<file path="config.mk">
export PLATFORM = sky130hd
export DESIGN_NAME = substring_line_filter
export DESIGN_NICKNAME = d
export VERILOG_FILES = /design/src/rtl/slf_pkg.sv /design/src/rtl/slf_line_store.sv /design/src/rtl/slf_matcher.sv /design/src/rtl/substring_line_filter.sv
export SDC_FILE = /design/constraint.sdc
export NUM_CORES = 1
export LEC_CHECK = 0
export BUFFER_PORTS_ARGS = -buffer_cell sky130_fd_sc_hd__buf_2
export CORE_MARGIN = 10
export CORE_UTILIZATION = 49
export CTS_BUF_LIST = sky130_fd_sc_hd__clkbuf_2 sky130_fd_sc_hd__clkbuf_4 sky130_fd_sc_hd__clkbuf_8
export CTS_CLUSTER_SIZE = 28
export DETAILED_ROUTE_END_ITERATION = 8
export GPL_TIMING_DRIVEN = 0
export HOLD_SLACK_MARGIN = 0.1
export PLACE_DENSITY_LB_ADDON = 0.15
export SYNTH_ARGS = -nofsm -noshare
export SYNTH_HDL_FRONTEND = slang
export SYNTH_SLANG_ARGS = --single-unit
export TNS_END_PERCENT = 50
</file>
<file path="constraint.sdc">
create_clock -name clk -period 3.1 [get_ports clk]
set_input_delay 0 -clock clk [delete_from_list [all_inputs] [get_ports clk]]
set_output_delay 0 -clock clk [all_outputs]
set_load 0.02 [all_outputs]
</file>
<file path="src/rtl/slf_pkg.sv">
// shared types and constants of the substring line filter
// no dependencies
`default_nettype none

package slf_pkg;

  localparam int LINE_BYTES_DEF  = 63;
  localparam int PATTERN_MAX_DEF = 8;

  localparam int BYTE_W   = 8;
  localparam int PLEN_W   = 4;
  localparam int PAT_W    = 64;
  localparam int CFG_IDX_W = 2;

  localparam logic [BYTE_W-1:0] NEWLINE = 8'd10;

  localparam logic [CFG_IDX_W-1:0] CFG_PATTERN_BYTES  = 2'd0;
  localparam logic [CFG_IDX_W-1:0] CFG_PATTERN_LENGTH = 2'd1;

  // control from the sequencer to the matcher
  typedef struct packed {
    logic take;   // a non-newline byte enters the line
    logic clear;  // the line closes
  } match_ctl_t;

  // status from the matcher
  typedef struct packed {
    logic found_next; // pattern seen including the byte being taken
    logic match_all;  // empty pattern
  } match_stat_t;

endpackage

`default_nettype wire

</file>
<file path="src/rtl/slf_line_store.sv">
// line buffer memory, one write and one registered read port
// uses slf_pkg
`default_nettype none

module slf_line_store #(
  parameter int LINE_BYTES = slf_pkg::LINE_BYTES_DEF,
  parameter int AW = (LINE_BYTES > 1) ? $clog2(LINE_BYTES) : 1
) (
  input  wire logic                       clk,
  input  wire logic                       wr_en,
  input  wire logic [AW-1:0]              wr_addr,
  input  wire logic [slf_pkg::BYTE_W-1:0] wr_data,
  input  wire logic                       rd_en,
  input  wire logic [AW-1:0]              rd_addr,
  output      logic [slf_pkg::BYTE_W-1:0] rd_data
);
  import slf_pkg::*;

  logic [BYTE_W-1:0] mem [LINE_BYTES];

  always_ff @(posedge clk) begin
    if (wr_en) begin
      mem[wr_addr] <= wr_data;
    end
  end

  always_ff @(posedge clk) begin
    if (rd_en) begin
      rd_data <= mem[rd_addr];
    end
  end

endmodule

`default_nettype wire

</file>
<file path="src/rtl/slf_matcher.sv">
// window of recent bytes and pattern compare for the current line
// uses slf_pkg
`default_nettype none

module slf_matcher #(
  parameter int PATTERN_MAX = slf_pkg::PATTERN_MAX_DEF
) (
  input  wire logic                         clk,
  input  wire logic                         rst,
  input  wire slf_pkg::match_ctl_t          ctl,
  input  wire logic [slf_pkg::BYTE_W-1:0]   in_byte,
  input  wire logic [PATTERN_MAX*8-1:0]     pattern,
  input  wire logic [slf_pkg::PLEN_W-1:0]   pattern_length,
  output      slf_pkg::match_stat_t         stat
);
  import slf_pkg::*;

  localparam int WIN_W = PATTERN_MAX * 8;
  localparam int SW    = $clog2(PATTERN_MAX + 1);

  logic [WIN_W-1:0]  recent;
  logic [WIN_W-1:0]  recent_next;
  logic [SW-1:0]     seen;
  logic [SW-1:0]     seen_next;
  logic              found;
  logic [PLEN_W-1:0] eff_len;
  logic [PATTERN_MAX:1] hit_n;
  logic              hit;

  always_comb begin
    if (pattern_length > PLEN_W'(PATTERN_MAX)) begin
      eff_len = PLEN_W'(PATTERN_MAX);
    end else begin
      eff_len = pattern_length;
    end
  end

  // newest byte enters at the top
  always_comb begin
    for (int p = 0; p < PATTERN_MAX - 1; p++) begin
      recent_next[p*8 +: 8] = recent[(p+1)*8 +: 8];
    end
    recent_next[(PATTERN_MAX-1)*8 +: 8] = in_byte;
  end

  always_comb begin
    if (seen == SW'(PATTERN_MAX)) begin
      seen_next = seen;
    end else begin
      seen_next = seen + SW'(1);
    end
  end

  // one compare per possible pattern length, the newest m bytes against it
  always_comb begin
    for (int m = 1; m <= PATTERN_MAX; m++) begin
      hit_n[m] = 1'b1;
      for (int j = 0; j < PATTERN_MAX; j++) begin
        if (j < m) begin
          if (recent_next[(PATTERN_MAX-m+j)*8 +: 8] != pattern[j*8 +: 8]) begin
            hit_n[m] = 1'b0;
          end
        end
      end
    end
  end

  always_comb begin
    hit = 1'b0;
    for (int m = 1; m <= PATTERN_MAX; m++) begin
      if (eff_len == PLEN_W'(m) && seen_next >= SW'(m)) begin
        hit = hit_n[m];
      end
    end
  end

  assign stat.found_next = ctl.take ? (found | hit) : found;
  assign stat.match_all  = (eff_len == '0);

  always_ff @(posedge clk) begin
    if (rst || ctl.clear) begin
      recent <= '0;
      seen   <= '0;
      found  <= 1'b0;
    end else if (ctl.take) begin
      recent <= recent_next;
      seen   <= seen_next;
      found  <= found | hit;
    end
  end

endmodule

`default_nettype wire

</file>
<file path="src/rtl/substring_line_filter.sv">
// substring_line_filter: passes the lines of a byte stream that hold a fixed pattern
//
// input channel s_*: one text byte per item in s_tdata, s_tlast marks the last byte
// of the stream and closes an unterminated line. output channel m_*: the bytes of
// each matching line followed by a newline that carries m_tlast; m_tuser is set on
// every item of a line that was longer than LINE_BYTES and got cut.
// cfg_*: register 0 holds the pattern bytes (first byte lowest), register 1 the
// pattern length (0 matches every line, values above PATTERN_MAX saturate);
// cfg_ready is always high, write only while the block is idle.
// an ordinary byte is taken whenever s_tready is high. a closing byte of a matching line
// starts a replay from the line memory: the stored bytes are shown in order and then the
// newline, one item per cycle while m_tready is high. input is held off (s_tready low)
// during the replay and opens again as the newline is shown.
// a stalled receiver freezes the output register and the replay behind it.
// reset (rst, synchronous) empties the line and clears the pattern registers.
// uses slf_pkg, slf_matcher, slf_line_store
`default_nettype none

module substring_line_filter #(
  parameter int LINE_BYTES  = slf_pkg::LINE_BYTES_DEF,
  parameter int PATTERN_MAX = slf_pkg::PATTERN_MAX_DEF
) (
  input  wire logic                          clk,
  input  wire logic                          rst,
  // input stream
  input  wire logic                          s_tvalid,
  output      logic                          s_tready,
  input  wire logic [7:0]                    s_tdata,   // in_byte [7:0]
  input  wire logic                          s_tlast,   // final_req
  // output stream
  output      logic                          m_tvalid,
  input  wire logic                          m_tready,
  output      logic [7:0]                    m_tdata,   // out_byte [7:0]
  output      logic                          m_tuser,   // truncated
  output      logic                          m_tlast,   // last
  // register writes
  input  wire logic                          cfg_valid,
  output      logic                          cfg_ready,
  input  wire logic [slf_pkg::CFG_IDX_W-1:0] cfg_index,
  input  wire logic [slf_pkg::PAT_W-1:0]     cfg_data
);
  import slf_pkg::*;

  localparam int AW = (LINE_BYTES > 1) ? $clog2(LINE_BYTES) : 1;
  localparam int CW = $clog2(LINE_BYTES + 1);

  typedef enum logic [1:0] {
    ST_IDLE   = 2'b01,
    ST_REPLAY = 2'b10
  } state_t;

  state_t state;

  logic [PATTERN_MAX*8-1:0] pattern;
  logic [PLEN_W-1:0]        pattern_length;

  logic [CW-1:0] line_count;
  logic [CW-1:0] line_count_next;
  logic          overflowed;
  logic          overflowed_next;

  logic [CW-1:0] replay_len;
  logic [CW-1:0] rd_idx;
  logic          replay_trunc;
  logic          rd_valid;
  logic [BYTE_W-1:0] rd_data;

  logic accept, is_nl, take, close, store, emit;
  logic out_free, issue, load_byte, load_nl;

  match_ctl_t  mctl;
  match_stat_t mstat;

  assign cfg_ready = 1'b1;

  always_ff @(posedge clk) begin
    if (rst) begin
      pattern        <= '0;
      pattern_length <= '0;
    end else if (cfg_valid && cfg_ready) begin
      case (cfg_index)
        CFG_PATTERN_BYTES:  pattern        <= cfg_data[PATTERN_MAX*8-1:0];
        CFG_PATTERN_LENGTH: pattern_length <= cfg_data[PLEN_W-1:0];
        default: ;
      endcase
    end
  end

  assign s_tready = (state == ST_IDLE);
  assign accept   = s_tvalid && s_tready;
  assign is_nl    = (s_tdata == NEWLINE);
  assign take     = accept && !is_nl;
  assign close    = accept && (is_nl || s_tlast);
  assign store    = take && (line_count < CW'(LINE_BYTES));

  assign line_count_next = line_count + CW'(store);
  assign overflowed_next = overflowed | (take && !store);

  assign mctl.take  = take;
  assign mctl.clear = close;

  assign emit = close && (mstat.match_all || mstat.found_next);

  slf_matcher #(
    .PATTERN_MAX(PATTERN_MAX)
  ) u_matcher (
    .clk            (clk),
    .rst            (rst),
    .ctl            (mctl),
    .in_byte        (s_tdata),
    .pattern        (pattern),
    .pattern_length (pattern_length),
    .stat           (mstat)
  );

  // replay pump: one read in flight, output register ahead of it
  assign out_free  = !m_tvalid || m_tready;
  assign issue     = (state == ST_REPLAY) && (rd_idx < replay_len) && (!rd_valid || out_free);
  assign load_byte = rd_valid && out_free;
  assign load_nl   = (state == ST_REPLAY) && !rd_valid && (rd_idx == replay_len) && out_free;

  slf_line_store #(
    .LINE_BYTES(LINE_BYTES),
    .AW(AW)
  ) u_store (
    .clk     (clk),
    .wr_en   (store),
    .wr_addr (line_count[AW-1:0]),
    .wr_data (s_tdata),
    .rd_en   (issue),
    .rd_addr (rd_idx[AW-1:0]),
    .rd_data (rd_data)
  );

  always_ff @(posedge clk) begin
    if (rst) begin
      state      <= ST_IDLE;
      line_count <= '0;
      overflowed <= 1'b0;
      rd_idx     <= '0;
      rd_valid   <= 1'b0;
    end else begin
      unique case (state)
        ST_IDLE: begin
          if (close) begin
            line_count <= '0;
            overflowed <= 1'b0;
            if (emit) begin
              state <= ST_REPLAY;
            end
          end else if (take) begin
            line_count <= line_count_next;
            overflowed <= overflowed_next;
          end
          rd_idx <= '0;
        end
        ST_REPLAY: begin
          if (issue) begin
            rd_idx <= rd_idx + CW'(1);
          end
          if (load_nl) begin
            state <= ST_IDLE;
          end
        end
        default: state <= ST_IDLE;
      endcase
      if (issue) begin
        rd_valid <= 1'b1;
      end else if (load_byte) begin
        rd_valid <= 1'b0;
      end
    end
  end

  always_ff @(posedge clk) begin
    if (emit) begin
      replay_len   <= line_count_next;
      replay_trunc <= overflowed_next;
    end
  end

  always_ff @(posedge clk) begin
    if (rst) begin
      m_tvalid <= 1'b0;
    end else if (load_byte || load_nl) begin
      m_tvalid <= 1'b1;
    end else if (m_tready) begin
      m_tvalid <= 1'b0;
    end
  end

  always_ff @(posedge clk) begin
    if (load_byte) begin
      m_tdata <= rd_data;
      m_tuser <= replay_trunc;
      m_tlast <= 1'b0;
    end else if (load_nl) begin
      m_tdata <= NEWLINE;
      m_tuser <= replay_trunc;
      m_tlast <= 1'b1;
    end
  end

endmodule

`default_nettype wire

</file>
==> out/metrics.sh, run 1 <==
HIGHEST_LAYER='met4'
DRV_CAP=0
TIMING.CLOCK.SKEW_NS=0.0432
PLACEMENTROWS=89
HPWL_UM=57200
PLACEMENT.SETUP.WORST_SLACK_NS=-1.69
VIAS=19300
DETAIL_ROUTE.WIRELENGTH_UM=89100
GRT_SETUP_UNREPAIRED='true'
MAPPEDNETLISTNETS=2168
HOLD_SLACK_NS=0.0814
SLEW_VIOLATIONS=0
DETAIL-ROUTE-ANTENNA-NETS=0
DIE_Y_UM=266
SYNTHARSTFLOPSHARE=0
PWR-SHARE-CLK=0.416
FINALWORSTPATHREQUIREDPERIOD_NS=3.13
FINAL_SETUP_SLACK_OF_THE_WORST_PATH_NS=-0.0258
DRT_FIRST_PASS_ITERS=5
CRITICAL_PATH_PEAK_FANOUT=10
POWER.STATIC_LEAKAGE_nW=12.0
NUM-FILL-CELLS=4506
START_KIND='register'
HOLD_START='s_tdata[4]'
POST_SYNTH_MOST_FREQUENT_CELLS='528 x edfxtp_1, 271 x nand2_1, 161 x xor2_1'
SYNTH_CELL_TYPE_COUNT=51
YOSYS_WARNINGS=0
VIOLATIONS='setup timing'
POST-ROUTE-PERIOD-UTIL=1.01
WORST_EP_ARRIVAL_TIME_NS=3.57
CRITICAL_PATH.STARTPOINT='rd_idx[1]'
HOLD_PATH_CLASS='input pin to register'
COMBPWRFRAC=0.064
TIMING.FMAX_MHz=320
POWER_SWITCHING_mW=4.28
TRITONCTS='built'
ROUTE.MET3.WL_UM=7960
REPORT.FINAL.SETUP_VIOL=2
OUTCOME='finished, violations left'
FINAL_LAYOUT_SIZE_SUFFIX_GT1_FRAC=0.233
CTS_NUM_SINKS=675
PATH_CLASS='register to register'
GRT.TOTAL_USAGE=0.248
INITIAL_CORE_UTIL=0.498
SYNTHMOSTINSTANTIATEDCELL='edfxtp_1'
SLEW_HEADROOM=0.374
WORST-SLEW-PIN-TRANSITION_NS=0.939
NETLIST.TOP_CELL.BY_AREA='edfxtp_1'
DRT-WIRELENGTH-PER-CELL_UM=27.1
LARGEST_NET_DEGREE_AT_THE_START_OF_GLOBAL_ROUTING=65
DRT_INITIAL_VIOLATIONS=1952
CORE_REGION_AREA_UM2=59400
IOS=93
NETLIST.AREA_LEADER.SHARE=0.537
CTS.ROOT.BUFFER_CELL='clkbuf_8'
INITIAL_ANTENNA_VIOLATION_COUNT=4
WORSTPATHREQUIRED_NS=3.55
SYN-CELL-AREA_UM2=29500
REGTOREGSTARTPOINT='rd_idx[1]'
SEQ_AREA_FRAC_SYNTH=0.636
SYNTH-MAIN-FF-CELL='edfxtp_1'
ROUTE.MET2.WL_UM=41200
INTERNAL_POWER_mW=14.7
CTS_INSERTED_BUFFERS=106
CTSLONGESTPATHBUFFERS=3
POWER.SEQUENTIAL.FRACTION=0.520
WORSTSETUPENDPOINTTYPE='register'
IR_DROP_V=0.000361
SYNTHTOPCELLSBYAREA='edfxtp_1 54%, mux4_2 12%, dfxtp_1 10%, xor2_1 4.8%, xnor2_1 4.2%'
MET1_WIRELENGTH_UM=37000
GLOBALROUTEOVERFLOWTOTAL=0
P_PER_AREA_nW_PER_UM2=535
FP.DIEW_UM=266
POWER.SWITCHING_FRACTION=0.225
PORT_BUFFERS=91
GPL.FINAL_WEIGHTED_CONGESTION=0.981
GRT_PASS1_WL_UM=128000
SYNTH.FF_LATCH_COUNT=675
NUMBER_OF_GLOBAL_ROUTE_VIAS_BEFORE_REPAIR=19300
CLK_TRANSITION_REPORTED_PATHS_NS=0.06
CLK-INSERTION-DELAY-LATE_NS=0.73
DRT_DRC_VIOLATIONS_LEFT=0
VIAS_PER_CELL=5.87
FF2FF_SETUP_SLACK_NS=-0.03
AREAGROWTHSYNTHTOFINISH_PCT=20.3
CLOCK_TREE.HTREE_LEVEL_COUNT=3
POST_LAYOUT_NET_COUNT=2520
SYN_AVG_CELL_AREA_UM2=14.2
SYNTH_EDF_COUNT=528
DIE-AREA_UM2=70500
HOLD_VIOL=0
POST_SYNTH_INST_COUNT=2076
## layer usage
layer	track usage	up-vias
li1	-	8360
met1	0.344	9814
met2	0.387	977
met3	0.0437	190
met4	0.0943	0
met5	0	-
## what timing repair did
action	in CTS	in global routing
hold endpoints to repair	306	60
setup endpoints to repair	513	381
buffers inserted	4	1
hold buffers	156	12
gates resized for setup	95	37
pin swaps	1	2
## power groups by stage
stage               logic (mW)  clock network [mW]  registers [mW]
CTS                       1.17                8.02            9.85
detailed placement       0.976                   0            10.0
floorplan                0.555                   0            10.0
global placement         0.953                   0            10.0
finish                    1.21                7.90            9.88
global route              1.28                8.45            9.88
## final timing paths
check | end | cells after the start
hold reg to reg | u_matcher.recent[9] | 2
setup / recovery | u_store.rd_data[3] | 6
hold / removal | u_store.mem[42][4] | 1
setup reg to reg | u_store.rd_data[3] | 6
## per-stage QoR
step	power, mW	cells	instance area, µm²	util	setup TNS, ns
after global placement	11.0	2940	31000	0.522	-553.82
after floorplan	10.6	2076	29500	-	0
after global routing	19.6	3293	35500	0.599	-0.408
final	19.0	3293	35500	0.599	-0.0304
after CTS	19.0	3297	35200	0.594	-19.44
after detailed placement	11.0	2943	31000	0.522	-598.42
## cells in the final DEF (no fill, tap or decap), drive strengths merged, types with 9 or more instances in the layout
master,n
dlygate4sd3,152
xnor2,141
nor4,47
o21ai,12
mux2i,18
nor2b,12
a21oi,139
clkbuf,284
nand4,45
nand2,271
nand3,14
mux4,156
nor3,9
buf,161
edfxtp,528
nor2,93
and2,10
ha,12
dfxtp,147
xor2,161
inv,14
clkinv,19
## cells by family (layout without fill, tap and decap cells)
kind of cell / Yosys count / after routing / synth area share
adder cells (fa/ha/maj): 12 / 12 / 0.00508
AND/OR/NAND/NOR: 539 / 539 / 0.0837
other: 1 / 6 / 0.000127
buffers and inverters: 197 / 636 / 0.0278
XOR/XNOR: 302 / 302 / 0.0895
multiplexers: 174 / 174 / 0.125
flip-flops: 675 / 675 / 0.636
AO/OA/AOI/OAI: 176 / 176 / 0.0324
## cell type report
cell class                 instances  area, µm²  area share
sequential                       675      18800       0.529
clock buffer                     168       2030      0.0572
inverter                          11       41.3     0.00116
antenna                            5       12.5    0.000352
clock inverter                    27        229     0.00644
buffer                           163        747      0.0210
tap                              773        967      0.0272
multi-input combinational       1204      10300       0.289
timing repair buffer             267       2440      0.0688
## state kept, by name (all words and copies together), names as in the netlist
name,count
rd_valid,1
m_tuser,1
state,2
overflowed,1
u_matcher.seen,4
m_tvalid,1
u_matcher.found,1
m_tlast,1
line_count,6
pattern,64
u_store.rd_data,8
pattern_length,4
replay_trunc,1
u_matcher.recent,56
rd_idx,6
m_tdata,8
replay_len,6
u_store.mem,504
## worst max-delay path, stage by stage, from the launching register on
cell and delay [ns]:
dfxtp_1 0.37, buf_2 0.20, clkbuf_4 0.31, clkbuf_1 0.63
o21ai_0 0.21, mux4_2 0.62, mux4_2 0.51
Power figures use the tool's default switching activity.
==> inputs of run 2 (changes only) <==
- clock period: 3.1 -> 2.85 ns (I/O delays scaled with it)
==> run 2 against run 1 <==
Compared with the run above:
- the flow now finishes without violations
- non-clock buffer count shrank 2
- wire length grew 0.99%
- worst setup slack gained 0.041 ns
- flip-flop and latch count is the same
- clock skew grew 0.0076 ns
- sequential power grew 8%
- critical path depth is the same
- combinational power grew 9%
- register-to-register slack gained 0.04 ns
- count of clock-buffer cells in the layout shrank 19
- largest power group unchanged
==> out/metrics.sh, run 2 (synthesis gave the netlist of run 1 again) <==
OUTCOME='completed'
PLACEMENTROWS=89  # unchanged
LAYOUT_TOP_REGISTERS='u_store.mem (504), pattern (64), u_matcher.recent (56)'
WORSTSETUPENDPOINTTYPE='register'
GRT_SETUP_UNREPAIRED='true'
REPORT.FINAL.SETUP_VIOL=0  # -2
CLK-INSERTION-DELAY-LATE_NS=0.74  # about the same
CRITICAL_PATH.TOP_DELAY_FAMILY='multiplexers'
LARGEST_REGISTER_FFS=504  # unchanged
CTS_INSERTED_BUFFERS=107  # +0.94%
LEADING_CELL_TYPES_IN_THE_LAYOUT_FILL_AND_TAPS_EXCLUDED='528 x edfxtp_1, 270 x nand2_1, 161 x xor2_1'
REGISTERS.TOP_BY_FF_COUNT='u_store.mem'
GPL.FINAL_WEIGHTED_CONGESTION=0.961  # -2.1%
LAYOUT_COMMONEST_CELL='edfxtp_1'
SETUP_TOTAL_NEGATIVE_SLACK_NS=0  # +0.0304 ns
IR_DROP_V=0.000642  # +78%
AREAGROWTHSYNTHTOFINISH_PCT=20.7
FINAL_CELLS=3294  # +0.030%
POWER.TOTAL_mW=20.5  # +7.8%
NUM-FILL-CELLS=4508  # +0.044%
PLACED_CELL_COUNT=2941  # -0.068%
POST-ROUTE-PERIOD-UTIL=0.995  # -0.0137
POWER.SWITCHING_FRACTION=0.230  # +0.00496
DESIGN_AREA_UM2=35600  # +0.33%
HOLD_SLACK_NS=0.144  # +0.0628 ns
CTS_NUM_SINKS=675  # unchanged
CLK_TRANSITION_REPORTED_PATHS_NS=0.06  # about the same
CLOCK_TREE.HTREE_LEVEL_COUNT=3  # unchanged
FF2FF_SETUP_SLACK_NS=0.02  # +0.04 ns
DRT_FIRST_PASS_ITERS=5  # unchanged
START_KIND='register'
DRT_DRC_VIOLATIONS_LEFT=0  # unchanged
TIMING.FMAX_MHz=353  # +10%
GRT.TOTAL_USAGE=0.254  # +0.00624
IOS=93  # unchanged
COMBPWRFRAC=0.065  # about the same
TIMING.CLOCK.SKEW_NS=0.0508  # +0.00755 ns
DPL-INSTANCE-AREA_UM2=31000  # about the same
NUMBER_OF_GLOBAL_ROUTE_VIAS_BEFORE_REPAIR=19600  # +1.6%
INTERNAL_POWER_mW=15.8  # +7.1%
HPWL_UM=58700  # +2.6%
SEQUENCE_OF_CELLS_ON_THE_CRITICAL_PATH='buf_2 > clkbuf_4 > clkbuf_1 > o21ai_0 > mux4_2 > mux4_2'
POST_LAYOUT_NET_COUNT=2519  # -0.040%
TRITONCTS='built'
FINAL_LAYOUT_SIZE_SUFFIX_GT1_FRAC=0.248  # +0.0142
HOLD_VIOL=0  # unchanged
WORST-SLEW-PIN-TRANSITION_NS=0.934  # -0.00565 ns
CRITICAL_PATH_PEAK_FANOUT=10  # unchanged
DRT_INITIAL_VIOLATIONS=2104  # +7.8%
SLOWEST_CELL_ON_THE_CRITICAL_PATH='mux4_2'
CTSLONGESTPATHBUFFERS=3  # unchanged
GLOBALROUTEOVERFLOWTOTAL=0  # unchanged
PWR-SHARE-CLK=0.411  # -0.005
PATH_CLASS='register to register'
DIE_Y_UM=266  # unchanged
VIAS=19300  # -0.37%
WORSTPATHREQUIRED_NS=3.32  # -0.23 ns
WORST-PATH-BUF-INV=3  # unchanged
P_PER_AREA_nW_PER_UM2=575  # +7.5%
POWER.SEQUENTIAL.FRACTION=0.524  # +0.004
LARGEST_NET_DEGREE_AT_THE_START_OF_GLOBAL_ROUTING=64  # -1.5%
HOLD_PATH_CLASS='input pin to register'
SLEW_HEADROOM=0.375  # +0.00147
CORE_REGION_AREA_UM2=59400  # unchanged
CPPEAKSTAGEDELAY_NS=0.58  # -0.05 ns
WORST_EP_ARRIVAL_TIME_NS=3.31  # -0.26 ns
FINALWORSTPATHREQUIREDPERIOD_NS=2.83  # -0.291 ns
FINAL-SEQ-AREA_UM2=18800  # about the same
POWER.STATIC_LEAKAGE_nW=12.1  # +0.74%
DETAIL-ROUTE-ANTENNA-NETS=0  # unchanged
CP_COMMON_CELL='mux4_2'
CTS.ROOT.BUFFER_CELL='clkbuf_8'
DIE-AREA_UM2=70500  # unchanged
DETAIL_ROUTE.WIRELENGTH_UM=90000  # +0.99%
DRT-WIRELENGTH-PER-CELL_UM=27.3  # +0.96%
VIAS_PER_CELL=5.85  # -0.40%
POWER_SWITCHING_mW=4.72  # +10%
SLEW_VIOLATIONS=0  # unchanged
GRT_PASS1_WL_UM=131000  # +2.0%
INITIAL_CORE_UTIL=0.498  # unchanged
INITIAL_ANTENNA_VIOLATION_COUNT=8  # +4
MULTIINPUTGATEAREA_UM2=10300  # +0.77%
PORT_BUFFERS=91  # unchanged
FP.DIEW_UM=266  # unchanged
DRV_CAP=0  # unchanged
[run 2: per-stage QoR]
step                utilization  setup slack, ns
floorplan                     -          -0.0538
global placement          0.522            -1.79
detailed placement        0.522            -1.95
CTS                       0.599           -0.298
global route              0.600          -0.0913
finish                    0.601           0.0153
[run 2: layer usage]
metal  GRT usage  wire (µm)  vias to the layer above
li1            -          -                     8346
met1       0.351      37300                     9798
met2       0.400      41800                      931
met3      0.0440       7760                      192
met4      0.0950       3070                        2
met5           0         13                        -
[run 2: path summary, 6_finish.rpt]
kind,startpoint,end,cells past startpoint
setup / recovery,rd_idx[1],u_store.rd_data[2],6
hold / removal,cfg_data[57],pattern[57],4
setup reg to reg,rd_idx[1],u_store.rd_data[2],6
hold reg to reg,m_tlast,m_tlast,2
[run 2: layout make-up]
| class | instances | share of cell area |
|---|---|---|
| diodes | 5 | 0.000351 |
| plain buffers | 164 | 0.0234 |
| clock buffers | 149 | 0.0514 |
| clock inverters | 49 | 0.0104 |
| inverters | 11 | 0.00116 |
| multi-input cells | 1204 | 0.290 |
| flip-flops and latches | 675 | 0.528 |
| well taps | 773 | 0.0271 |
| repair buffers | 264 | 0.0686 |
[run 2: power groups by stage]
| stage | Clock (mW) | Combinational [mW] | Sequential, mW |
|---|---|---|---|
| 2_1_floorplan | 0 | 0.604 | 10.9 |
| 3_3_place_gp | 0 | 1.04 | 10.9 |
| 3_5_place_dp | 0 | 1.06 | 10.9 |
| 4_1_cts | 8.53 | 1.31 | 10.7 |
| 5_1_grt | 9.04 | 1.40 | 10.7 |
| 6_report | 8.42 | 1.32 | 10.7 |
[run 2: worst reg2reg max path, cell delays in order, from the launching register on]
cell and delay, ns:
dfxtp_1 0.38, buf_2 0.19, clkbuf_4 0.34, clkbuf_1 0.39, o21ai_0 0.17, mux4_2 0.58
mux4_2 0.53
[run 2: repair_timing]
action                     CTS  global route
setup buffers               11             0
hold endpoints to repair   600             1
hold buffers               161             1
gates resized for setup    163            47
setup endpoints to repair  587           320
pin swaps                    6             1
==> inputs of run 3 (changes only) <==
- ABC_AREA: default -> 1
==> run 3 against run 2 <==
Compared with the run above:
- the run now ends with setup timing left
- worst setup slack got worse by 0.19 ns
- sequential power about the same
- fmax down 6.1%
- critical path depth is the same
- via count is 41% higher
==> out/metrics.sh, run 3 <==
SLEW_HEADROOM=0.0406  # -0.335
SLEW_VIOLATIONS=0  # unchanged
INITIAL_CORE_UTIL=0.497  # -0.000847
DETAIL-ROUTE-ANTENNA-NETS=0  # unchanged
TIMING.CLOCK.SKEW_NS=0.0483  # -0.00247 ns
OUTCOME='finished, violations left'
REPORT.FINAL.SETUP_VIOL=163  # +163
CPPEAKSTAGEDELAY_NS=0.82  # +0.24 ns
HOLDPATHEND='pattern[45]'
LARGEST_REGISTER_FFS=504  # unchanged
CTSLONGESTPATHBUFFERS=3  # unchanged
DEPTH_OF_THE_WORST_HOLD_TIMING_PATH=4  # unchanged
TRITONCTS='built'
NETLIST.AREA_LEADER.SHARE=0.514  # -0.0225
POST_SYNTHESIS_SHARE_OF_CELL_AREA_SPENT_ON_XOR_AND_XNOR_GATES=0.0384  # -0.0512
CORE_REGION_AREA_UM2=62100  # +4.5%
LARGEST_NET_DEGREE_AT_THE_START_OF_GLOBAL_ROUTING=67  # +4.7%
PATH_CLASS='register to register'
CLK-INSERTION-DELAY-LATE_NS=0.77  # +0.03 ns
IR_DROP_V=0.000419  # -35%
SYNTHARSTFLOPSHARE=0  # unchanged
POWER.TOTAL_mW=21.5  # +5.1%
CTS_INSERTED_BUFFERS=111  # +3.7%
FINAL_SETUP_SLACK_OF_THE_WORST_PATH_NS=-0.170  # -0.186 ns
DIE-AREA_UM2=73400  # +4.0%
DRT_DRC_VIOLATIONS_LEFT=0  # unchanged
START_KIND='register'
POWER.SEQUENTIAL.FRACTION=0.499  # -0.025
WORST-SLEW-PIN-TRANSITION_NS=1.44  # +0.505 ns
SYNTH_COMPOUND_GATE_AREA_SHARE=0.117  # +0.0847
SYNTHMOSTINSTANTIATEDCELL='nand2_1'
P_PER_AREA_nW_PER_UM2=575  # about the same
GPL.FINAL_WEIGHTED_CONGESTION=0.972  # +1.2%
CLK_TRANSITION_REPORTED_PATHS_NS=0.06  # about the same
CLOCK_TREE.HTREE_LEVEL_COUNT=3  # unchanged
SYNTH_EDF_COUNT=528  # unchanged
AREAGROWTHSYNTHTOFINISH_PCT=21.5
SYNTHTOPCELLSBYAREA='edfxtp_1 51%, dfxtp_1 9.5%, nand2_1 8.0%, nor2_1 6.1%, o21ai_0 5.3%'
NUMBER_OF_GLOBAL_ROUTE_VIAS_BEFORE_REPAIR=26300  # +34%
FINAL_CELLS=4521  # +37%
REGISTERS.TOP_BY_FF_COUNT='u_store.mem'
FF2FF_SETUP_SLACK_NS=-0.17  # -0.19 ns
NETLIST.TOP_CELL.BY_AREA='edfxtp_1'
GRT_SETUP_UNREPAIRED='true'
POST_SYNTH_INST_COUNT=3195  # +54%
DRV_CAP=0  # unchanged
DETAIL_ROUTE.WIRELENGTH_UM=134000  # +49%
INTERNAL_POWER_mW=16.1  # +1.9%
WORST_EP_ARRIVAL_TIME_NS=3.59  # +0.28 ns
SYNTH-ADDER-AREA-SHARE=0.00487  # -0.000213
HOLD_START='cfg_data[45]'
SYNTH.FF_LATCH_COUNT=675  # unchanged
YOSYS_WARNINGS=0  # unchanged
SYNTHMUXAREASHARE=0  # -0.125
SYNTH-MAIN-FF-CELL='edfxtp_1'
PLACEMENTROWS=91  # +2.2%
REGTOREGSTARTPOINT='rd_idx[3]'
WORSTSETUPENDPOINTTYPE='register'
IOS=93  # unchanged
GRT_PASS1_WL_UM=186000  # +42%
POST_LAYOUT_NET_COUNT=3677  # +46%
POST-ROUTE-PERIOD-UTIL=1.06  # +0.0651
LAYOUT_TOP_REGISTERS='u_store.mem (504), pattern (64), u_matcher.recent (56)'
PORT_BUFFERS=91  # unchanged
DRT-WIRELENGTH-PER-CELL_UM=29.7  # +8.7%
SYNTH_CELL_TYPE_COUNT=50  # -2.0%
CTS_NUM_SINKS=675  # unchanged
VIOLATIONS='setup timing'
SEQ_AREA_FRAC_SYNTH=0.610  # -0.0267
MAPPEDNETLISTNETS=3287  # +52%
POWER.STATIC_LEAKAGE_nW=13.6  # +13%
SYNTH_SIMPLE_GATE_AREA_FRAC=0.174  # +0.0900
INITIAL_ANTENNA_VIOLATION_COUNT=4  # -4
FINAL_LAYOUT_SIZE_SUFFIX_GT1_FRAC=0.179  # -0.0689
SYNTH_TOP_FAMILY_BY_AREA='simple AND/OR/NAND/NOR gates'
HOLD_SLACK_NS=0.118  # -0.0265 ns
DRT_INITIAL_VIOLATIONS=3612  # +72%
COMBPWRFRAC=0.088  # +0.023
DRT_FIRST_PASS_ITERS=6  # +1
POSTLAYOUTCOREUTIL=0.604  # +0.00321
HOLD_VIOL=0  # unchanged
SEQUENCE_OF_CELLS_ON_THE_CRITICAL_PATH='inv_1 > clkbuf_1 > o211ai_1 > nand3_1 > nand2_1 > a32oi_1'
LAYOUT_COMMONEST_CELL='nand2_1'
SYN-CELL-AREA_UM2=30800  # +4.4%
FINALWORSTPATHREQUIREDPERIOD_NS=3.02  # +0.186 ns
POWER_SWITCHING_mW=5.47  # +16%
REG2REGPATHDEPTH=6  # unchanged
WORSTPATHREQUIRED_NS=3.42  # +0.10 ns
GRT.TOTAL_USAGE=0.354  # +0.0997
R2R-END='u_store.rd_data[1]'
TIMING.FMAX_MHz=331  # -6.1%
POST_SYNTH_MOST_FREQUENT_CELLS='654 x nand2_1, 528 x edfxtp_1, 500 x nor2_1'
FP.DIEW_UM=271  # +2.0%
VIAS_PER_CELL=6.01  # +2.7%
SLOWEST_CELL_ON_THE_CRITICAL_PATH='clkbuf_1'
HOLD_PATH_CLASS='input pin to register'
CTS.ROOT.BUFFER_CELL='clkbuf_8'
DIE_Y_UM=271  # +2.0%
LEADING_CELL_TYPES_IN_THE_LAYOUT_FILL_AND_TAPS_EXCLUDED='647 x nand2_1, 528 x edfxtp_1, 434 x nor2_1'
HPWL_UM=89400  # +52%
CRITICAL_PATH_PEAK_FANOUT=10  # unchanged
PWR-SHARE-CLK=0.413  # +0.002
VIAS=27200  # +41%
PLACED_CELL_COUNT=4124  # +40%
GLOBALROUTEOVERFLOWTOTAL=0  # unchanged
NUM-FILL-CELLS=5109  # +13%
POWER.SWITCHING_FRACTION=0.254  # +0.0237
SYN_AVG_CELL_AREA_UM2=9.65  # -32%
## run 3: cell types whose count changed after synthesis, sizes merged, moves of 78 or more
cell   delta
buf      +84
inv     +157
mux4    -156
nand2   +391
nor2    +412
o21ai   +330
o22ai    +78
xor2    -120
## run 3: timing repair
item,4_1_cts,5_1_grt
setup endpoints to repair,519,528
gates resized for setup,140,88
hold buffers,157,0
pin swaps,5,14
gates cloned,0,0
buffers inserted,2,26
hold endpoints to repair,431,0
## run 3: worst max-delay path by stage
| stage | from | cells past startpoint | end | slack, ns |
|---|---|---|---|---|
| final | rd_idx[3] | 6 | u_store.rd_data[1] | -0.17 |
| after global routing | state[0] | 10 | u_store.mem[39][5] | -0.24 |
| after CTS | state[0] | 10 | u_store.mem[40][4] | -0.32 |
| after detailed placement | s_tdata[2] | 9 | u_store.mem[40][2] | -1.21 |
| after global placement | s_tdata[2] | 9 | u_store.mem[38][3] | -1.78 |
| after floorplan | state[0] | 10 | u_store.mem[54][0] | 0.43 |
## run 3: area by class of cell
class / count / area [µm²] / area share
flip-flops and latches: 675 / 18800 / 0.502
multi-input cells: 2120 / 10900 / 0.291
repair buffers: 277 / 2570 / 0.0686
clock buffers: 157 / 1930 / 0.0515
plain buffers: 228 / 1180 / 0.0315
well taps: 837 / 1050 / 0.0280
inverters: 172 / 661 / 0.0176
clock inverters: 48 / 372 / 0.00992
diodes: 7 / 17.5 / 0.000468
## run 3: kinds of logic (layout without fill, tap and decap cells)
group                    Yosys count  count (layout)
flip-flops                       675             675
AO/OA/AOI/OAI                    648             648
XOR/XNOR                         135             135
buffers and inverters            400             882
adder cells (fa/ha/maj)           12              12
other                              1               8
AND/OR/NAND/NOR                 1324            1324
## run 3: per-layer routing
| layer | routed length [µm] | track usage | vias to the layer above |
|---|---|---|---|
| met3 | 14200 | 0.0812 | 496 |
| met2 | 63700 | 0.586 | 1935 |
| li1 | - | - | 11800 |
| met4 | 11000 | 0.264 | 0 |
| met5 | 0 | 0 | - |
| met1 | 45300 | 0.396 | 13000 |
## run 3: worst max-delay path, delay by kind of cell, from the launching register on
family | cells | cell delay [ns]
buffers and inverters | 2 | 1.17
AO/OA/AOI/OAI | 2 | 0.92
flip-flops | 1 | 0.39
AND/OR/NAND/NOR | 2 | 0.34
## run 3: power groups by stage
stage          registers (mW)  logic [mW]  clock network (mW)
3_3_place_gp             11.0        1.55                   0
3_5_place_dp             11.0        1.56                   0
6_report                 10.8        1.89                8.89
5_1_grt                  10.8        1.97                9.33
2_1_floorplan            10.9       0.846                   0
4_1_cts                  10.7        1.80                8.86
## run 3: through the flow
| stage | area, µm² | TNS [ns] | setup WS (ns) |
|---|---|---|---|
| after global placement | 32300 | -552.14 | -1.78 |
| after detailed placement | 32400 | -551.61 | -1.21 |
| after floorplan | 30800 | 0 | 0.433 |
| after global routing | 37500 | -46.67 | -0.244 |
| after CTS | 36800 | -63.07 | -0.322 |
| final | 37500 | -5.08 | -0.170 |
